<file path="src/rtl/mmul_pkg.sv">
// shared constants and types for the 256-bit montgomery multiplier
`timescale 1ns / 1ps
package mmul_pkg;

  // number of limbs per operand, fixed by the named limb fields
  localparam int LimbCount = 4;
  // width of every limb field on the ports
  localparam int FieldWidth = 64;
  // default limb width used inside the datapath
  localparam int LimbWidthDefault = 64;

  // configuration register index
  localparam int CfgIdxWidth = 3;
  typedef logic [CfgIdxWidth-1:0] cfg_idx_t;

  // register index of the negated modulus inverse, the modulus limbs sit below it
  localparam cfg_idx_t CfgNegInvIdx = cfg_idx_t'(LimbCount);

endpackage

</file>
<file path="src/rtl/mmul_final.sv">
// final conditional subtraction of the modulus and output register
`timescale 1ns / 1ps
module mmul_final import mmul_pkg::*; #(
  parameter int LIMB_WIDTH = LimbWidthDefault
) (
  input  logic                                  clk_i,
  input  logic                                  rst_ni,
  input  logic                                  valid_i,
  output logic                                  ready_o,
  input  logic [(2*LimbCount+1)*LIMB_WIDTH-1:0] t_i,
  input  logic [LimbCount*LIMB_WIDTH-1:0]       mod_i,
  output logic                                  valid_o,
  input  logic                                  ready_i,
  output logic [LimbCount*LIMB_WIDTH-1:0]       res_o
);

  localparam int W  = LIMB_WIDTH;
  localparam int OW = LimbCount * W;
  localparam int TW = (2 * LimbCount + 1) * W;
  localparam int UW = OW + W;

  logic          vld_q;
  logic [OW-1:0] res_q;
  logic [UW-1:0] upper;
  logic [UW:0]   diff;
  logic          ge;

  // upper half with top limb against p, borrow out means below p
  assign upper = t_i[TW-1:OW];
  assign diff  = {1'b0, upper} - (UW+1)'(mod_i);
  assign ge    = !diff[UW];

  assign ready_o = !vld_q || ready_i;
  assign valid_o = vld_q;
  assign res_o   = res_q;

  always_ff @(posedge clk_i or negedge rst_ni) begin
    if (!rst_ni) begin
      vld_q <= 1'b0;
    end else if (ready_o) begin
      vld_q <= valid_i;
    end
  end

  always_ff @(posedge clk_i) begin
    if (ready_o) begin
      res_q <= ge ? diff[OW-1:0] : upper[OW-1:0];
    end
  end

endmodule

</file>
<file path="config.mk">
export PLATFORM = sky130hd
export DESIGN_NAME = mmul_final
export DESIGN_NICKNAME = d
export VERILOG_FILES = /design/src/rtl/mmul_pkg.sv /design/src/rtl/mmul_final.sv
export SDC_FILE = /design/constraint.sdc
export NUM_CORES = 1
export LEC_CHECK = 0
export BUFFER_PORTS_ARGS = -buffer_cell sky130_fd_sc_hd__buf_4
export CORE_AREA = 3 3 429 431
export CTS_CLUSTER_DIAMETER = 120
export CTS_CLUSTER_SIZE = 25
export DETAILED_ROUTE_END_ITERATION = 7
export DIE_AREA = 0 0 432 434
export PLACE_DENSITY = 0.45
export SLEW_MARGIN = 25
export SYNTH_ARGS = -nofsm -noshare
export SYNTH_HDL_FRONTEND = slang
export SYNTH_SLANG_ARGS = --single-unit
</file>
<file path="constraint.sdc">
create_clock -name clk_i -period 10.1 [get_ports clk_i]
set_input_delay 2.02 -clock clk_i [delete_from_list [all_inputs] [get_ports clk_i]]
set_output_delay 2.02 -clock clk_i [all_outputs]
set_load 0.03 [all_outputs]
</file>
==> results of run 1 <==
==> sequential cells by signal, indices dropped and copies added, names as in the netlist <==
| signal | count |
|---|---|
| valid_o | 1 |
| res_o | 256 |
==> synth_stat cells, types with 20 or more instances <==
cell type    n  area share [%]
o21ai_1     57            0.90
o21a_1      43             1.0
inv_1      350             4.2
edfxtp_1   256              24
buf_2       38            0.60
o21ai_0    488             7.7
o31ai_1     42             1.0
nand4_1    177             3.5
nor2_1     358             4.2
xnor2_1    131             3.6
nand2b_1    26            0.51
a221oi_1    20            0.55
xor2_1     117             3.2
a21oi_1    504             8.0
nand2_1    654             7.8
nand3_1     49            0.78
a21o_1     106             2.5
nor3_1      75             1.2
nor4_1      51             1.0
clkbuf_1   177             2.1
a31oi_1     42            0.83
ha_1       256              10
a21boi_0    22            0.52
o21bai_1    90             2.1
nor2b_1     23            0.46
or2_2       22            0.44
==> layer usage <==
metal  GRT usage [%]  up-vias
li1                -    17279
met1            28.0    17971
met2            36.1     1330
met3            4.52      264
met4            7.76       36
met5               0        -
==> layout make-up <==
class                   count  area, um2
fillers                 20322     139000
multi-input cells        3576      21700
flip-flops and latches    257       7710
repair buffers            874       6610
well taps                2370       2970
inverters                 350       1310
clock buffers              27        653
clock inverters            17        275
diodes                     28       70.1
==> worst min path at each step <==
stage	endpoint	slack [ns]	depth (start not counted)
2_1_floorplan	valid_o	1.72	0
3_3_place_gp	valid_o	0.86	2
3_5_place_dp	valid_o	0.87	2
4_1_cts	valid_o	0.89	2
5_1_grt	valid_o	0.94	2
6_report	valid_o	0.88	2
==> placed cells by master (no fill, tap or decap), drive strengths merged, types with 7 or more instances in the layout <==
master,count
o21ai,548
a41oi,9
a211o,7
a31oi,42
nand2b,26
nor2b,23
and4,18
inv,361
or2,26
buf,874
nor2,359
o2111ai,9
a21oi,506
a21o,106
o41ai,8
nor3,76
o31ai,46
diode,28
and3,8
nand3,49
nand4,177
a21boi,26
a221oi,20
xnor2,131
o211ai,16
edfxtp,256
clkbuf,27
o221ai,9
xor2,117
a211oi,14
or3,19
nand2,658
ha,256
o21bai,90
o21a,43
mux2,12
nor4,52
and2,9
==> worst max-delay path, stage by stage <==
cell	delay (ns)
buf_4	0.11
ha_1	0.37
nand2_1	0.09
o21ai_0	0.56
a2111oi_1	0.23
buf_4	0.20
a211oi_1	0.45
nor3_1	0.13
buf_4	0.19
o21ai_1	0.57
a31o_2	0.47
a41o_1	0.56
a41o_1	0.37
a31oi_1	0.35
o31ai_1	0.74
xnor2_1	0.19
o21ai_1	0.08
==> per-stage QoR <==
stage          instances  instance area [um2]
4_1_cts             7471                41200
6_report            7499                41300
2_1_floorplan       4407                31600
5_1_grt             7488                41300
3_3_place_gp        7427                40300
3_5_place_dp        7427                40300
==> kinds of logic (layout without fill, tap and decap cells) <==
group	after synthesis	after routing	synth area share, %
AOI/OAI and AO/OA	1548	1548	29.3
and+or+nand+nor	1510	1510	21.7
buffers and inverters	574	1268	7.11
adders and majority gates	257	257	10.2
DFF	257	257	24.4
xor gates and xnor gates	248	248	6.87
muxes	13	13	0.459
other	0	28	0
==> power by group through the flow <==
| stage | combinational (W) | sequential (W) | clock (W) |
|---|---|---|---|
| final | 0.00283 | 0.00154 | 0.00116 |
| after global routing | 0.00301 | 0.00156 | 0.00123 |
| after CTS | 0.00284 | 0.00154 | 0.00120 |
| after detailed placement | 0.00283 | 0.00156 | 0 |
| after global placement | 0.00283 | 0.00157 | 0 |
| after floorplan | 0.00113 | 0.00195 | 0 |
==> reports/summary.txt, run 1 <==
Period utilisation layout - 72.8%
Total CTS buffers - 24
Crit Path Class - in2reg
Async SR Flop Fraction - 0.389%
Flop2flop setup slack - 7.39 ns
CP Capture Point - res_o[241]
RSZ-0062 raised after global routing - false
Die Height - 434 um
Status - complete, no violations
CTS tree - built
Post-DP HPWL - 191 mm
Max_slew headroom - 28.4%
Core Region - 181,000 um2
Final Wtd Congestion - 0.965
CTS hold repair buffers - 0
Top routing layer in use - met5
Clock transition at path regs - 0.10 ns
CTS max path bufs - 3
Slew @ Worst Pin - 1.07 ns
Final WS setup - 2.75 ns
Clk Tree Root Cell - clkbuf_16
Synth-to-Final Area Change - 30.7%
Crit path required time - 10.47 ns
R2R cell count - 3
Grt ovf - 0
Syn. warnings - 0
Max-cap violations - 0
Final Setup Violations - 0
Vias in the first global route - 35,613
Layout cells sized above 1 - 19.3%
Wire length per cell - 28.8 um
Final nets - 6,176
Slew Viols, Final - 0
Die Footprint - 187,000 um2
Fin Hold WS - 0.879 ns
Antenna violations before repair - 89
FF-to-FF Start - valid_o
Hold Crit Start - valid_o
Vias after detailed routing - 36,880
Tightest Hold Check Type - reg2reg
Net Sw Power - 0.00260 W
# IOs - 1,094
DRT Pass-1 Iters - 6
Fin util - 22.9%
Setup TNS Final - 0 ns
I/O Buffers - 837
Syn Area/Cell - 7.17 um2
Clock sink total - 257
Syn_nets - 5,500
Routed met2 length - 101 mm
DRT met1 WL - 92.3 mm
Vias/cell - 4.92
Met3 wire length - 14.6 mm
Post-Syn Area - 31,600 um2
First-pass GRT wire length - 289 mm
Post-synth EDFFs - 256
Design Power - 0.00553 W
Clk_skew - 0.0328 ns
Cts repair resizes - 0
Drt initial violations - 3,057
Largest net degree at the start of global routing - 137
Number of buffers added for setup after CTS - 0
# DRC - 0
Seq/Total Area, Yosys - 24.4%
Clk pwr share - 20.9%
Clock Latency Late Sink - 0.67 ns
Die width - 432 um
Worst reg2reg endpoint - res_o[89]
Routed WL - 216 mm
FF+latch count, synth - 257
Worst slack, placed - 2.11 ns
Worst vdd ir - 0.000125 V
Row count - 156
Fin. Hold Viols - 0
Worst Setup SP - t_i[263]
CP Capture Type - flip-flop
Post-route ant nets - 0
GR Util All Layers - 21.9%
Switching share of power - 47.1%
Fin crit period - 7.35 ns
Post-synthesis cell count - 4,407
Lkg Pwr - 16.6 nW
Startpoint Class - primary input
F_max - 136 MHz
Primary FF master, synth - edfxtp_1
Total number of H-tree levels - 1
Combinational share of power - 51.2%
Netlist cell types - 90
Internal power - 0.00292 W
Sequential share of power - 27.8%
PwrDens - 134 nW/um2
Crit path max fanout - 5
CP Data Arrival Time - 7.73 ns
Initial Utilization - 17.5%
(Power assumes the default switching activity.)
==> run 2: changes to the inputs <==
--- a/config.mk
+++ b/config.mk
@@ -6,11 +6,11 @@
 export NUM_CORES = 1
 export LEC_CHECK = 0
 export BUFFER_PORTS_ARGS = -buffer_cell sky130_fd_sc_hd__buf_4
-export CORE_AREA = 3 3 429 431
+export CORE_AREA = 3 3 420 422
 export CTS_CLUSTER_DIAMETER = 120
 export CTS_CLUSTER_SIZE = 25
 export DETAILED_ROUTE_END_ITERATION = 7
-export DIE_AREA = 0 0 432 434
+export DIE_AREA = 0 0 423 425
 export PLACE_DENSITY = 0.45
 export SLEW_MARGIN = 25
 export SYNTH_ARGS = -nofsm -noshare
==> constraint.sdc (replaced) <==
create_clock -name clk_i -period 6.78 [get_ports clk_i]
set_input_delay 1.356 -clock clk_i [delete_from_list [all_inputs] [get_ports clk_i]]
set_output_delay 1.356 -clock clk_i [all_outputs]
set_load 0.03 [all_outputs]
==> reports/summary.txt, run 2 (same netlist as run 1, synthesis figures left out) <==
Max_slew headroom - 33.3%
Wire length per cell - 27.5 um
CTS max path bufs - 3
Clock sink total - 257
Period utilisation layout - 87.3%
Final Wtd Congestion - 0.945
Core Region - 173,000 um2
Layout cells sized above 1 - 21.6%
CP Capture Type - flip-flop
CTS tree - built
Number of buffers added for setup after CTS - 0
Total number of H-tree levels - 1
Design Power - 0.00831 W
FF-to-FF Start - valid_o
Crit path required time - 7.30 ns
Clock Latency Late Sink - 0.64 ns
Clk Tree Root Cell - clkbuf_16
Grt ovf - 0
PwrDens - 195 nW/um2
Worst reg2reg endpoint - res_o[117]
Cts repair resizes - 0
Vias after detailed routing - 37,044
# IOs - 1,094
GR Util All Layers - 22.0%
RSZ-0062 raised after global routing - false
Flop2flop setup slack - 4.34 ns
Fin crit period - 5.92 ns
Die width - 423 um
Post-route ant nets - 0
Status - complete, no violations
Lkg Pwr - 17.4 nW
Clock transition at path regs - 0.09 ns
Row count - 153
Crit Path Class - in2reg
Die Footprint - 180,000 um2
Total CTS buffers - 24
Synth-to-Final Area Change - 34.4%
Setup TNS Final - 0 ns
CP Data Arrival Time - 6.44 ns
Critical-path top delay cell - nor3_1
Antenna violations before repair - 84
Vias/cell - 4.87
Final-layout fill cell count - 19,532
Final nets - 6,332
Clk_skew - 0.0218 ns
Max-cap violations - 0
Critical path's most frequent cell - buf_4
Largest stage delay, worst path - 0.64 ns
Final WS setup - 0.861 ns
# DRC - 0
Commonest non-fill, non-tap cell in the layout - buf_4
Worst slack, placed - 0.160 ns
Critical path cell sequence - buf_4 > ha_1 > a21oi_1 > o21ai_0 > o21bai_1 > a221o_1 > nor3_1 > o211ai_1 > o2111ai_1 > a211oi_1 > buf_4 > o21ai_1 > a21boi_1 > o21ai_0 > a21boi_0 > o31ai_1 > buf_4
Max reg flops - 256
Die Height - 425 um
Most frequent cells in the layout - buf_4 (1,019), nand2_1 (654), a21oi_1 (504), o21ai_0 (488), nor2_1 (358)
F_max - 169 MHz
Routed WL - 209 mm
Final Setup Violations - 0
Slew Viols, Final - 0
Slew @ Worst Pin - 0.991 ns
Drt initial violations - 3,224
Worst vdd ir - 0.000193 V
Fin Hold WS - 0.472 ns
Post-DP HPWL - 187 mm
Initial Utilization - 18.2%
Startpoint Class - primary input
Largest net degree at the start of global routing - 115
Vias in the first global route - 36,121
First-pass GRT wire length - 283 mm
I/O Buffers - 837
CTS hold repair buffers - 0
R2R cell count - 3
Crit path max fanout - 7
DRT Pass-1 Iters - 8
Tightest Hold Check Type - in2async
Fin. Hold Viols - 0
## run 2: critical path: cells and delay by family
family          cells  cell delay, ns
compound gates     12            3.54
buf+inv             3            0.50
fa+ha+maj           1            0.40
simple gates        1            0.64
## run 2: worst max-delay path by stage
stage              from  depth (start not counted)    endpoint  slack, ns
6_report       t_i[338]                         17  res_o[239]       0.86
5_1_grt        t_i[261]                         18  res_o[254]       0.65
4_1_cts        t_i[261]                         18  res_o[254]       0.89
3_5_place_dp   t_i[261]                         16  res_o[234]       0.16
3_3_place_gp   t_i[261]                         16  res_o[234]       0.15
2_1_floorplan   ready_i                          1     ready_o       0.73
## run 2: layout make-up
class,count,area (um2),area share (%)
sequential,257,7710,18.1
inverter,350,1310,3.09
multi-input combinational,3576,21700,51.0
antenna,26,65.1,0.153
clock buffer,25,626,1.47
timing repair buffer,1030,7870,18.5
clock inverter,19,324,0.762
tap,2325,2910,6.84
## run 2: through the flow
stage | utilization [%] | instances | area [um2]
after floorplan | - | 4407 | 31600
after global placement | 23.9 | 7538 | 41500
after detailed placement | 23.9 | 7538 | 41500
after CTS | 24.5 | 7582 | 42400
after global routing | 24.5 | 7599 | 42500
final | 24.5 | 7608 | 42500
## run 2: metal layers
metal / vias to the layer above / global-route usage (%) / wire [um]
met5: - / 0 / 264
met4: 38 / 7.47 / 7220
met3: 227 / 4.25 / 13600
met2: 1278 / 36.4 / 97800
met1: 17929 / 28.6 / 90400
li1: 17572 / - / -
## run 2: power breakdown
part	switching, W	internal, W
clock	0.000901	0.000795
combinational	0.00284	0.00150
sequential	0.000116	0.00216
